$ cat config.mk
export PLATFORM = sky130hd
export DESIGN_NAME = chained_block_token_hash_core
export DESIGN_NICKNAME = d
export VERILOG_FILES = /design/src/rtl/core/cbth_pkg.sv /design/src/rtl/core/chained_block_token_hash_core.sv /design/src/rtl/core/cbth_mix.sv /design/src/rtl/core/cbth_chain.sv
export SDC_FILE = /design/constraint.sdc
export NUM_CORES = 1
export LEC_CHECK = 0
export BUFFER_PORTS_ARGS = -buffer_cell sky130_fd_sc_hd__buf_2
export CAP_MARGIN = 20
export CORE_ASPECT_RATIO = 0.7
export CORE_MARGIN = 5
export CORE_UTILIZATION = 60
export DETAILED_ROUTE_END_ITERATION = 7
export GPL_TIMING_DRIVEN = 0
export PLACE_DENSITY_LB_ADDON = 0.1
export SETUP_SLACK_MARGIN = 0.4
export SLEW_MARGIN = 30
export SYNTH_ARGS = -nofsm -noshare
export SYNTH_HDL_FRONTEND = slang
export SYNTH_SLANG_ARGS = --single-unit
$ cat constraint.sdc
create_clock -name clk_i -period 10.8 [get_ports clk_i]
set_input_delay 0.54 -clock clk_i [delete_from_list [all_inputs] [get_ports clk_i]]
set_output_delay 0.54 -clock clk_i [all_outputs]
set_load 0.1 [all_outputs]
$ cat src/rtl/core/cbth_pkg.sv
// Shared types, constants and helpers for the chained block token hash.
// No dependencies; imported by every module of the block.
`default_nettype none

package cbth_pkg;

  localparam int unsigned TokenW    = 32;
  localparam int unsigned HashW     = 64;
  localparam int unsigned BlkNumW   = 16;
  localparam int unsigned BlkSizeW  = 11;
  localparam int unsigned MaxBlockTokens = 1024;
  localparam int unsigned CountW    = $clog2(MaxBlockTokens);

  localparam logic [HashW-1:0]    GoldenMix    = 64'h9E3779B97F4A7C15;
  localparam logic [BlkSizeW-1:0] BlkSizeReset = 11'd16;
  localparam logic [BlkSizeW-1:0] BlkSizeMax   = BlkSizeW'(MaxBlockTokens);
  localparam int unsigned         RotLeft      = 27;

  typedef struct packed {
    logic [TokenW-1:0] token;
    logic              seq_start;
    logic [HashW-1:0]  seed;
  } in_word_t;

  // Map the raw register to a usable block length: zero acts as one, clamp at the max.
  function automatic logic [BlkSizeW-1:0] eff_blk_len(input logic [BlkSizeW-1:0] raw);
    logic [BlkSizeW-1:0] sz;
    sz = raw;
    if (raw == '0) sz = BlkSizeW'(1);
    if (raw > BlkSizeMax) sz = BlkSizeMax;
    return sz;
  endfunction

endpackage : cbth_pkg

`default_nettype wire

$ cat src/rtl/core/chained_block_token_hash_core.sv
// Chained block token hash: one token in per cycle unless stalled, one hash out per completed block.
// Holds the input register and the block length register.
// Depends on cbth_pkg and cbth_chain.
// Usage:
//   Input channel (in_valid_i / in_stall_o) carries one token word: token_i,
//   seq_start_i and seed_i. A word is taken at a clock edge with in_valid_i
//   high and in_stall_o low. Tokens are hashed in blocks of the configured length.
//   Output channel (out_valid_o / out_stall_i) carries block_hash_o and
//   block_number_o, one word per completed block.
//   Path: a word that completes a block is loaded into the input register
//   when taken, then the hash round runs into the result register once
//   the chain is ready (no held result stalled by the receiver).
//   Throughput: one token per cycle while the receiver does not stall;
//   the hash round (xor, shift-add multiply by the FNV prime, rotate) is combinational.
//   Reset clears the hash chain, counters and valids and sets the block
//   length to 16; the chain starts from parent 0 until a seq_start word arrives.
//   While the receiver stalls a held result, the result holds; the word in
//   the input register waits and in_stall_o rises, so nothing is lost.
//   cfg_we_i writes the block length from cfg_wdata_i; write only while idle.
`default_nettype none

module chained_block_token_hash_core
  import cbth_pkg::*;
(
  input  logic                clk_i,
  input  logic                rst_ni,
  input  logic                cfg_we_i,
  input  logic [BlkSizeW-1:0] cfg_wdata_i,
  input  logic                in_valid_i,
  output logic                in_stall_o,
  input  logic [TokenW-1:0]   token_i,
  input  logic                seq_start_i,
  input  logic [HashW-1:0]    seed_i,
  output logic                out_valid_o,
  input  logic                out_stall_i,
  output logic [HashW-1:0]    block_hash_o,
  output logic [BlkNumW-1:0]  block_number_o
);

  logic [BlkSizeW-1:0] blk_len_q, blk_len_d;
  logic                in_valid_q, in_valid_d;
  in_word_t            in_word_q;
  logic                chain_ready;
  logic                fire;
  logic                take;

  assign fire       = in_valid_q && chain_ready;
  assign in_stall_o = in_valid_q && !chain_ready;
  assign take       = in_valid_i && !in_stall_o;

  always_comb begin
    blk_len_d  = cfg_we_i ? cfg_wdata_i : blk_len_q;
    in_valid_d = take || (in_valid_q && !fire);
  end

  always_ff @(posedge clk_i or negedge rst_ni) begin
    if (!rst_ni) begin
      blk_len_q  <= BlkSizeReset;
      in_valid_q <= 1'b0;
    end else begin
      blk_len_q  <= blk_len_d;
      in_valid_q <= in_valid_d;
    end
  end

  // hold the word until the chain takes it
  always_ff @(posedge clk_i) begin
    if (take) begin
      in_word_q.token     <= token_i;
      in_word_q.seq_start <= seq_start_i;
      in_word_q.seed      <= seed_i;
    end
  end

  cbth_chain u_chain (
    .clk_i          (clk_i),
    .rst_ni         (rst_ni),
    .fire_i         (fire),
    .word_i         (in_word_q),
    .blk_len_i      (blk_len_q),
    .ready_o        (chain_ready),
    .out_valid_o    (out_valid_o),
    .out_stall_i    (out_stall_i),
    .block_hash_o   (block_hash_o),
    .block_number_o (block_number_o)
  );

endmodule : chained_block_token_hash_core

`default_nettype wire

$ cat src/rtl/core/cbth_mix.sv
// One hash round: xor in the token, multiply by the 64-bit FNV prime, rotate left.
// Depends on cbth_pkg.
`default_nettype none

module cbth_mix
  import cbth_pkg::*;
(
  input  logic [HashW-1:0]  hash_i,
  input  logic [TokenW-1:0] token_i,
  output logic [HashW-1:0]  hash_o
);

  logic [HashW-1:0] x;
  logic [HashW-1:0] prod;

  assign x = hash_i ^ {{(HashW-TokenW){1'b0}}, token_i};

  // prime = 2^40 + 0x1B3, and 0x1B3 = 2^8 + 2^7 + 2^5 + 2^4 + 2^1 + 1
  assign prod = (x << 40) + (x << 8) + (x << 7) + (x << 5) + (x << 4) + (x << 1) + x;

  assign hash_o = {prod[HashW-RotLeft-1:0], prod[HashW-1:HashW-RotLeft]};

endmodule : cbth_mix

`default_nettype wire

$ cat src/rtl/core/cbth_chain.sv
// Chaining state (running hash, parent, counters) and the result register.
// Depends on cbth_pkg and cbth_mix.
`default_nettype none

module cbth_chain
  import cbth_pkg::*;
(
  input  logic                clk_i,
  input  logic                rst_ni,
  input  logic                fire_i,
  input  in_word_t            word_i,
  input  logic [BlkSizeW-1:0] blk_len_i,
  output logic                ready_o,
  output logic                out_valid_o,
  input  logic                out_stall_i,
  output logic [HashW-1:0]    block_hash_o,
  output logic [BlkNumW-1:0]  block_number_o
);

  logic [HashW-1:0]   run_q, run_d;
  logic [HashW-1:0]   parent_q, parent_d;
  logic [CountW-1:0]  cnt_q, cnt_d;
  logic [BlkNumW-1:0] blocks_q, blocks_d;
  logic               out_valid_q, out_valid_d;
  logic [HashW-1:0]   block_hash_q;
  logic [BlkNumW-1:0] block_number_q;

  logic [HashW-1:0]    parent_eff;
  logic [CountW-1:0]   cnt_eff;
  logic [BlkNumW-1:0]  blocks_eff;
  logic [BlkSizeW-1:0] cnt_inc;
  logic [HashW-1:0]    base;
  logic [HashW-1:0]    hash_new;
  logic [HashW-1:0]    final_hash;
  logic                done;

  // sequence start drops any partial block and reloads the parent
  assign parent_eff = word_i.seq_start ? word_i.seed : parent_q;
  assign cnt_eff    = word_i.seq_start ? '0 : cnt_q;
  assign blocks_eff = word_i.seq_start ? '0 : blocks_q;
  assign base       = (cnt_eff == '0) ? (parent_eff ^ GoldenMix) : run_q;

  cbth_mix u_mix (
    .hash_i  (base),
    .token_i (word_i.token),
    .hash_o  (hash_new)
  );

  assign cnt_inc    = {1'b0, cnt_eff} + BlkSizeW'(1);
  assign done       = cnt_inc >= eff_blk_len(blk_len_i);
  assign final_hash = (hash_new == '0) ? HashW'(1) : hash_new;

  assign ready_o = !out_valid_q || !out_stall_i;

  always_comb begin
    run_d       = run_q;
    parent_d    = parent_q;
    cnt_d       = cnt_q;
    blocks_d    = blocks_q;
    out_valid_d = out_valid_q && out_stall_i;
    if (fire_i) begin
      if (done) begin
        parent_d    = final_hash;
        run_d       = '0;
        cnt_d       = '0;
        blocks_d    = blocks_eff + BlkNumW'(1);
        out_valid_d = 1'b1;
      end else begin
        parent_d = parent_eff;
        run_d    = hash_new;
        cnt_d    = cnt_inc[CountW-1:0];
        blocks_d = blocks_eff;
      end
    end
  end

  always_ff @(posedge clk_i or negedge rst_ni) begin
    if (!rst_ni) begin
      run_q       <= '0;
      parent_q    <= '0;
      cnt_q       <= '0;
      blocks_q    <= '0;
      out_valid_q <= 1'b0;
    end else begin
      run_q       <= run_d;
      parent_q    <= parent_d;
      cnt_q       <= cnt_d;
      blocks_q    <= blocks_d;
      out_valid_q <= out_valid_d;
    end
  end

  // result payload: load only when a block completes
  always_ff @(posedge clk_i) begin
    if (fire_i && done) begin
      block_hash_q   <= final_hash;
      block_number_q <= blocks_eff;
    end
  end

  assign out_valid_o    = out_valid_q;
  assign block_hash_o   = block_hash_q;
  assign block_number_o = block_number_q;

`ifndef NO_ASSERTIONS
  a_done_shows_result : assert property (@(posedge clk_i) disable iff (!rst_ni)
    fire_i && done |=> out_valid_q)
    else $error("completed block did not raise the result");

  a_hash_nonzero : assert property (@(posedge clk_i) disable iff (!rst_ni)
    out_valid_q |-> block_hash_q != '0)
    else $error("zero block hash presented");

  a_partial_counts : assert property (@(posedge clk_i) disable iff (!rst_ni)
    fire_i && !done |=> cnt_q != '0)
    else $error("token count lost on a partial block");

  a_no_fire_when_blocked : assert property (@(posedge clk_i) disable iff (!rst_ni)
    out_valid_q && out_stall_i && fire_i |-> !done)
    else $error("completed block would overwrite a held result");
`endif

endmodule : cbth_chain

`default_nettype wire

## Word-level counts from Yosys, hierarchy flattened

Index checks and enable logic that the tools add are counted.

- Latch bits: 0
- Bits in registers: 344
- Output and inout port bits: 82
- Input bits: 113
- ROM bits: 0
- Word-level logic and storage cells: 53
- Memory bits (writable): 0
- Memories: 0

- Reductions and logical operators: 16
- Bitwise operators: 2
- Divide/modulo/power cells: 0
- Magnitude comparators: 2
- Mux-type cells: 13
- Shifts and indexed selects: 0
- Add/subtract/negate cells: 8
- $mul: 0
- Eq/ne operators: 0

Operators by type and width:

| cell | number |
|---|---|
| 64-bit adder | 6 |
| 64-bit two-way mux | 5 |
| 64-bit logical NOT | 1 |
| 64-bit by 32-bit XOR with 64-bit output | 1 |
| 38-bit NOT | 1 |
| 16-bit two-way mux | 2 |
| 11-bit two-way mux | 2 |
| 10-bit two-way mux | 2 |
| 16-bit by 1-bit adder with 16-bit output, second input constant | 1 |
| 10-bit by 1-bit adder with 11-bit output, second input constant | 1 |
| 11-bit greater-or-equal comparator | 1 |
| 11-bit > comparator, second input constant | 1 |
| 11-bit logical NOT | 1 |
| 10-bit logical NOT | 1 |
| 1-bit logical AND | 6 |
| 1-bit logical NOT | 5 |
| 1-bit logical OR | 2 |
| 1-bit two-way mux | 2 |

## Depth between registers and ports, before layout

Gate-level depths: netlist (run 1).

- Depth after elaboration: 13
- Mapped depth: 36

## Hierarchy

From an unflattened synthesis (run 1), not the netlist that was laid out.

- Cell total of the unflattened synthesis: 2421
- Area, all modules: 25682.1 um^2

Modules (own cells, without submodules):

| module | times used | area an instance (um^2) | cells each |
|---|---|---|---|
| cbth_chain | 1 | 11219.5 | 1035 |
| cbth_mix | 1 | 11046.8 | 1260 |
| chained_block_token_hash_core | 1 | 3415.8 | 126 |

## Worst setup path before layout (run 1)

Ideal clock, no wire load.

- Path type: flip-flop to flip-flop
- Start point: register in_word_q[64] (netlist bit)
- End point: register u_chain.parent_q[0]
- Arrival: 8.416 ns
- Stages on the path, launching flop included: 34
- Library setup time: 0.104 ns
- Clock period less this slack: 8.520 ns
- Slack: 2.280 ns
- Path through: edfxtp_1 -> clkbuf_1 -> inv_1 -> clkbuf_1 -> nand2_1 -> ha_1 -> o21ai_4 -> clkbuf_1 -> buf_1 -> clkbuf_1 -> clkbuf_1 -> buf_1 -> a21oi_1 -> xnor2_1 -> inv_1 -> fa_1 -> inv_1 -> fa_1 -> fa_1 -> ha_1 -> ha_1 -> clkbuf_1 -> a21oi_1 -> o21ai_0 -> nor2_1 -> a2111o_1 -> o31ai_1 -> a41o_1 -> a21oi_1 -> o21ai_1 -> xor2_1 -> nor4_1 -> nand4_1 -> o41ai_2

- Longest elaborated chain between the ends: 13
- Elaborated cells between the ends (all ways): 17

Ends and longest elaborated chain:

| element | RTL line | RTL |
|---|---|---|
| from (decl) | chained_block_token_hash_core.sv:42 | `in_word_t in_word_q;` |
| 10-bit two-way mux or 64-bit two-way mux (tied branches) | cbth_chain.sv:39, cbth_chain.sv:38 |  |
| 10-bit logical NOT or 38-bit NOT (tied branches) | n/a |  |
| 64-bit two-way mux | cbth_chain.sv:41 | `assign base = (cnt_eff == '0) ? (parent_eff ^ GoldenMix) : run_q;` |
| 64-bit by 32-bit XOR with 64-bit output | cbth_mix.sv:16 | `assign x = hash_i ^ {{(HashW-TokenW){1'b0}}, token_i};` |
| 64-bit adder (6 in series) | cbth_mix.sv:19 | `assign prod = (x << 40) + (x << 8) + (x << 7) + (x << 5) + (x << 4) + (x << 1) + x;` |
| 64-bit logical NOT | cbth_chain.sv:51 | `assign final_hash = (hash_new == '0) ? HashW'(1) : hash_new;` |
| 64-bit two-way mux | cbth_chain.sv:51 |  |
| 64-bit two-way mux (*) | cbth_chain.sv:62 | `if (done) begin` |
| to (signal assigned) | cbth_chain.sv:86 | `parent_q <= parent_d;` |
| to (decl) | cbth_chain.sv:21 | `logic [HashW-1:0] parent_q, parent_d;` |

Mark *: on every way between the ends. The rest lies on a longest branch, timed or not.
A chain may end at the register's enable or synchronous reset.

## Worst setup path in the final report (run 1)

- Start point: register in_word_q[64] (netlist bit)
- End point: register u_chain.block_hash_q[0], in the netlist u_chain.block_hash_o[0], data pin

- Longest elaborated chain between the ends: 12
- Elaborated cells between the ends (all ways): 14

Ends and longest elaborated chain:

| element | RTL line | RTL |
|---|---|---|
| 10-bit two-way mux or 64-bit two-way mux (tied branches) | cbth_chain.sv:39, cbth_chain.sv:38 |  |
| 10-bit logical NOT or 38-bit NOT (tied branches) | n/a |  |
| 64-bit two-way mux (*) | cbth_chain.sv:41 |  |
| 64-bit by 32-bit XOR with 64-bit output (*) | cbth_mix.sv:16 |  |
| 64-bit adder (5 in series) | cbth_mix.sv:19 |  |
| 64-bit adder (*) | cbth_mix.sv:19 |  |
| 64-bit logical NOT | cbth_chain.sv:51 |  |
| 64-bit two-way mux (*) | cbth_chain.sv:51 |  |
| net u_chain.final_hash[0] | cbth_chain.sv:34 | `logic [HashW-1:0] final_hash;` |
| to (signal assigned) | cbth_chain.sv:96 | `block_hash_q <= final_hash;` |
| to (decl) | cbth_chain.sv:25 | `logic [HashW-1:0] block_hash_q;` |

Mark *: on every way through the listed nets, which the timed path passes. The rest lies on a longest branch.

==> run_results.csv, run 1 <==
group,metric,value,unit
run_status,status,"finished clean",
clock_network,clock_latency,0.55,ns
yosys,syn_area,0.0253,sq mm
drt,postRouteWirelength,84.1,mm
yosys,synth.area.top_cells,"edfxtp_1 (21%), dfrtp_1 (16%), fa_1 (14%)",
floorplanning,fp-row-count,62,
hold_path,whs_path_depth,1,
yosys,synthCells,2474,
global_route,grt_first_pass_wirelength,127,mm
yosys,syn_avg_cell_area,10.2,sq um
yosys,yosysWarnings,0,
critical_path,end_kind,"flip-flop",
critical_path,ff2ff_path_depth,30,
critical_path,cp-start-kind,"flip-flop",
final_layout,fin_nets,3174,
clock_network,cts_sinks,344,
drt,drc_errors,0,
critical_path,path_max_fanout,10,
clock_network,clk_pin_slew_worst_paths,0.07,ns
clock_network,ctsLongestPathBuffers,3,
global_route,grt_usage,36.2,%
floorplanning,start_util,61.1,%
final_layout,area_growth,12.9,%
drt,drtIter0Drc,2755,
global_route,antenna_found_initial,0,
floorplanning,die_y,182,um
drt,ant_nets,0,
yosys,synthArstFlopShare,48.5,%
sta,setup_violations,0,
yosys,synth-seq-cells,344,
final_layout,antennaDiodeCount,0,
critical_path,crit_arrival,10.45,ns
sta,setup-tns-final,0,ns
drt,drt-pass1-iter-count,5,
sta,slew_headroom,35.0,%
yosys,ys.flop_type,"edfxtp_1",
final_layout,layout-drive-gt1-share,13.2,%
critical_path,critical-path-slowest-cell,"buf_1",
drt,via_count,20581,
floorplanning,die_area,0.0464,sq mm
place,numPortBuffers,194,
place,place.gp.congestion,1.02,
yosys,syn_nets,2933,
sta,rsz0062_at_grt,"false",
sta,worst_pin_slew,0.972,ns
yosys,yosysTopAreaCellShare,21.0,%
yosys,synthDistinctLibCells,74,
sta,hold_violations,0,
global_route,grt_pass1_vias,20229,
floorplanning,chipWidth,255,um
critical_path,crit_path_frequent_cell,"ha_1",
sta,hold_ws,0.161,ns
yosys,yosysSeqAreaShare,37.6,%
global_route,grt-ovfl-total,0,
yosys,yosysTopAreaCell,"edfxtp_1",
critical_path,crit_type,"flip-flop to flip-flop",
sta,fin_skew,0.0188,ns
critical_path,cpPeakStageDelay,0.69,ns
sta,final.period_utilization,93.7,%
place,dpl.hpwl,67.1,mm
drt,detail_route.wl_per_cell,25.6,um
clock_network,cts_tree,"done",
clock_network,numCtsBuffers,34,
final_layout,final_util,69.0,%
sta,max_freq,0.0988,GHz
clock_network,htree_num_levels,2,
floorplanning,ios,195,
global_route,grt_max_degree,86,
sta,maxSlewViolCount,0,
floorplanning,fp.coreArea,0.0413,sq mm
clock_network,root_buffer,"clkbuf_16",
drt,via_per_inst,6.27,
run,maxCapViolCount,0,
sta,fin_crit,10.12,ns
yosys,synth_edf_count,177,
hold_path,min_path_type,"primary input to flip-flop",
critical_path,worstPathRequired,11.13,ns
==> cells by family after synthesis <==
family | Yosys count | synth area share [%]
xor gates and xnor gates | 216 | 7.57
and+or+nand+nor | 585 | 10.5
DFF | 344 | 37.6
adders and majority gates | 361 | 23.1
AOI/OAI and AO/OA | 566 | 13.8
buffers and inverters | 349 | 5.24
muxes | 53 | 2.24
==> worst paths after layout <==
path | slack, ns | endpoint | from
setup / recovery | 0.68 | u_chain.block_hash_o[0] | in_word_q[64]
hold / removal | 0.16 | in_word_q[55] | seed_i[55]
hold reg to reg | 0.47 | u_chain.run_q[12] | u_chain.run_q[12]
setup reg to reg | 0.68 | u_chain.block_hash_o[0] | in_word_q[64]
min in group asynchronous | 0.41 | u_chain.cnt_q[1] | rst_ni
max in group asynchronous | 9.29 | u_chain.blocks_q[10] | rst_ni
==> worst max-delay path, delay by kind of cell, from the launching register on <==
kind	cells	cell delay, ns
xor gates and xnor gates	3	0.78
and+or+nand+nor	7	2.06
DFF	1	0.32
AOI/OAI and AO/OA	7	2.21
buffers and inverters	7	2.30
adders and majority gates	6	2.22
==> final cells by class <==
type	count	area, sq um
Sequential cell	344	9500
Clock buffer	48	976
Buffer	130	541
Timing Repair Buffer	205	1170
Clock inverter	14	136
Tap cell	544	681
Fill cell	3151	12800
Inverter	219	827
Multi-Input combinational cell	1781	14700
==> through the flow <==
stage	instance area [sq um]	instances	setup slack (ns)
after floorplan	25300	2474	2.28
after global placement	26900	3212	-1.47
after detailed placement	27200	3217	-1.20
after CTS	28400	3280	0.412
after global routing	28500	3285	0.468
final	28500	3285	0.678
==> repair_timing <==
item / CTS / global route
endpoints found under the setup margin: 91 / 13
hold endpoints to repair: 12 / 0
hold buffers: 1 / 0
pin swaps: 0 / 3
buffers inserted: 0 / 5
resized for setup: 26 / 51
==> state kept, by name (all words and copies together) (netlist names) <==
name,count
blk_len_q,11
in_valid_q,1
in_word_q,97
u_chain.block_hash_o,64
u_chain.block_number_o,16
u_chain.blocks_q,16
u_chain.cnt_q,10
u_chain.out_valid_o,1
u_chain.parent_q,64
u_chain.run_q,64
==> synth_stat cells (all sizes together) (70+ instances only) <==
| library cell | n |
|---|---|
| fa | 182 |
| clkbuf | 104 |
| xnor2 | 148 |
| a21oi | 223 |
| edfxtp | 177 |
| nand2 | 252 |
| o22ai | 70 |
| dfrtp | 166 |
| inv | 219 |
| ha | 164 |
| o21ai | 90 |
| nor2 | 142 |
==> cell usage in the layout (no fill, tap or decap), drive strengths merged, types with 5 or more instances in the layout <==
cell type  instances
a211oi            35
a21o              40
a21oi            223
a31oi             10
and2              13
and3              15
buf              230
clkbuf           152
clkinv             9
dfrtp            166
edfxtp           177
fa               182
ha               164
inv              221
maj3              15
mux2              18
mux2i             35
nand2            252
nand3             37
nand4             26
nor2             142
nor2b             46
nor3              16
nor4              15
o211ai             7
o21a              17
o21ai             90
o21bai             8
o22ai             70
o31ai             24
o41ai              8
or3                5
or4                6
xnor2            148
xor2              67
==> routing by layer <==
metal / up-vias / global-route usage [%] / wire (um)
met5: - / 0 / 0
met4: 0 / 11.8 / 3500
met3: 193 / 9.98 / 10500
met2: 1200 / 50.0 / 34300
met1: 10151 / 55.3 / 35900
li1: 9037 / - / -
Power of run 1 is left out: the tool's default activity adds up to more than one toggle a clock period on the data nets, which glitch-free logic cannot reach.
==> run 2, diff against run 1 <==
CTS_BUF_LIST = sky130_fd_sc_hd__clkbuf_8   (was not set)
==> run 2 against run 1 <==
Compared with the run above: clock skew is 0.035 ns higher; cell count increased by 0.94%; worst setup slack got worse by 0.042 ns; via count grew 0.87%; utilization fell by 0.26 points; critical endpoint unchanged.
==> run_results.csv, run 2 (same netlist as run 1, synthesis figures left out) <==
group,metric,value,unit
critical_path,crit_arrival,10.60,ns
final_layout,mostFrequentLayoutCells,"nand2_1 (251), inv_1 (240), a21oi_1 (212), buf_2 (209), fa_1 (182)",
critical_path,crit_type,"flip-flop to flip-flop",
sta,fin_skew,0.0539,ns
place,dpl_cell_area,0.0272,sq mm
floorplanning,chipWidth,255,um
sta,slew_headroom,32.9,%
sta,max_freq,0.0984,GHz
final_layout,antennaDiodeCount,0,
global_route,grt_pass1_vias,20334,
hold_path,min_path_type,"primary input to flip-flop",
critical_path,worstPathRequired,11.23,ns
sta,hold_violations,0,
clock_network,clock_latency,0.65,ns
clock_network,ctsLongestPathBuffers,3,
sta,rsz0062_at_grt,"false",
critical_path,critical-path-slowest-cell,"fa_1",
final_layout,fin_nets,3190,
drt,detail_route.wl_per_cell,25.2,um
floorplanning,ios,195,
place,post-place-ws,-1.20,ns
final_layout,layout-drive-gt1-share,13.4,%
floorplanning,die_area,0.0464,sq mm
run_status,status,"finished clean",
floorplanning,die_y,182,um
drt,drtIter0Drc,2655,
drt,via_per_inst,6.26,
sta,setup_violations,0,
critical_path,cpPeakStageDelay,0.52,ns
final_layout,largest_reg_flops,97,
drt,ant_nets,0,
sta,maxSlewViolCount,0,
critical_path,reg2reg_slack,0.64,ns
drt,via_count,20761,
final_layout,area_growth,12.5,%
clock_network,root_buffer,"clkbuf_8",
floorplanning,fp-row-count,62,
final_layout,top_register,"in_word_q",
floorplanning,start_util,61.1,%
sta,fin_ws,0.635,ns
place,place.gp.congestion,1.02,
clock_network,cts_sinks,344,
sta,fin_crit,10.16,ns
drt,drt-pass1-iter-count,8,
floorplanning,fp.coreArea,0.0413,sq mm
critical_path,cp-start-kind,"flip-flop",
run,maxCapViolCount,0,
critical_path,end_kind,"flip-flop",
clock_network,htree_num_levels,2,
final_layout,fillers,3215,
global_route,grt_max_degree,86,
critical_path,critPathBufInv,12,
global_route,antenna_found_initial,0,
final_layout,final_common_cell,"nand2_1",
clock_network,numCtsBuffers,52,
drt,drc_errors,0,
clock_network,cts_tree,"done",
place,numPortBuffers,194,
place,dpl.hpwl,67.1,mm
final_layout,final_util,68.8,%
critical_path,cp_top_family,"buffers and inverters",
critical_path,path_max_fanout,10,
global_route,grt_usage,35.9,%
final_layout,fin_area,0.0284,sq mm
drt,postRouteWirelength,83.5,mm
global_route,grt-ovfl-total,0,
sta,worst_pin_slew,0.997,ns
global_route,grt_first_pass_wirelength,126,mm
critical_path,crit_path_frequent_cell,"buf_2",
clock_network,clk_pin_slew_worst_paths,0.07,ns
sta,final.period_utilization,94.1,%
## run 2: changes by cell type in the layout (fill, tap and decap cells not counted), moves of 2 or more
cell,previous run,this run
clkbuf_8,3,55
a21oi_1,214,212
clkbuf_2,18,15
clkbuf_16,36,0
clkbuf_1,93,87
clkbuf_4,2,0
inv_1,218,240
buf_4,6,4
clkinv_2,5,1
a21oi_2,9,11
clkinv_1,4,10
## run 2: worst reg2reg max path: cells and delay by family (launching register included)
family | cells | cell delay (ns)
AND/OR/NAND/NOR | 9 | 2.32
XOR/XNOR | 2 | 0.62
flip-flops | 1 | 0.36
buffers and inverters | 12 | 3.26
AO/OA/AOI/OAI | 5 | 1.13
adder cells (fa/ha/maj) | 6 | 2.27
## run 2: metrics by stage
step / TNS (ns) / cells / hold slack (ns)
6_report: 0 / 3316 / 0.0701
5_1_grt: 0 / 3316 / 0.0271
4_1_cts: 0 / 3313 / 0.0345
3_5_place_dp: -15.97 / 3217 / 0.357
3_3_place_gp: -30.34 / 3212 / 0.447
2_1_floorplan: 0 / 2474 / 0.244
## run 2: layout make-up
class                   count  area [sq um]  share of cell area [%]
plain buffers             130           537                    1.89
clock buffers              55           757                    2.66
clock inverters            40           258                   0.907
inverters                 219           827                    2.91
multi-input cells        1781         14700                    51.8
flip-flops and latches    344          9500                    33.4
well taps                 544           681                    2.39
repair buffers            203          1150                    4.05
## run 2: what timing repair did
item | in CTS | in global routing
hold endpoints to repair | 55 | 0
endpoints found under the setup margin | 87 | 12
gates resized for setup | 26 | 43
hold buffers | 1 | 0
pin swaps | 0 | 2
buffers inserted | 0 | 3
## run 2: final timing paths
check,to,cells after the start,from
min in group asynchronous,u_chain.run_q[62],2,rst_ni
hold reg to reg,u_chain.run_q[21],2,u_chain.run_q[21]
setup reg to reg,u_chain.block_hash_o[0],34,in_word_q[64]
max in group asynchronous,u_chain.parent_q[36],4,rst_ni
setup / recovery,u_chain.block_hash_o[0],34,in_word_q[64]
hold / removal,in_word_q[90],1,token_i[25]
## run 2: per-layer routing
metal	vias up	GRT usage [%]	share of wire, %
met5	-	0	0
met1	10244	54.0	43
met4	0	11.2	3.5
met2	1246	49.7	41
li1	9082	-	-
met3	189	11.4	12
Power of run 2 is left out for the same reason.
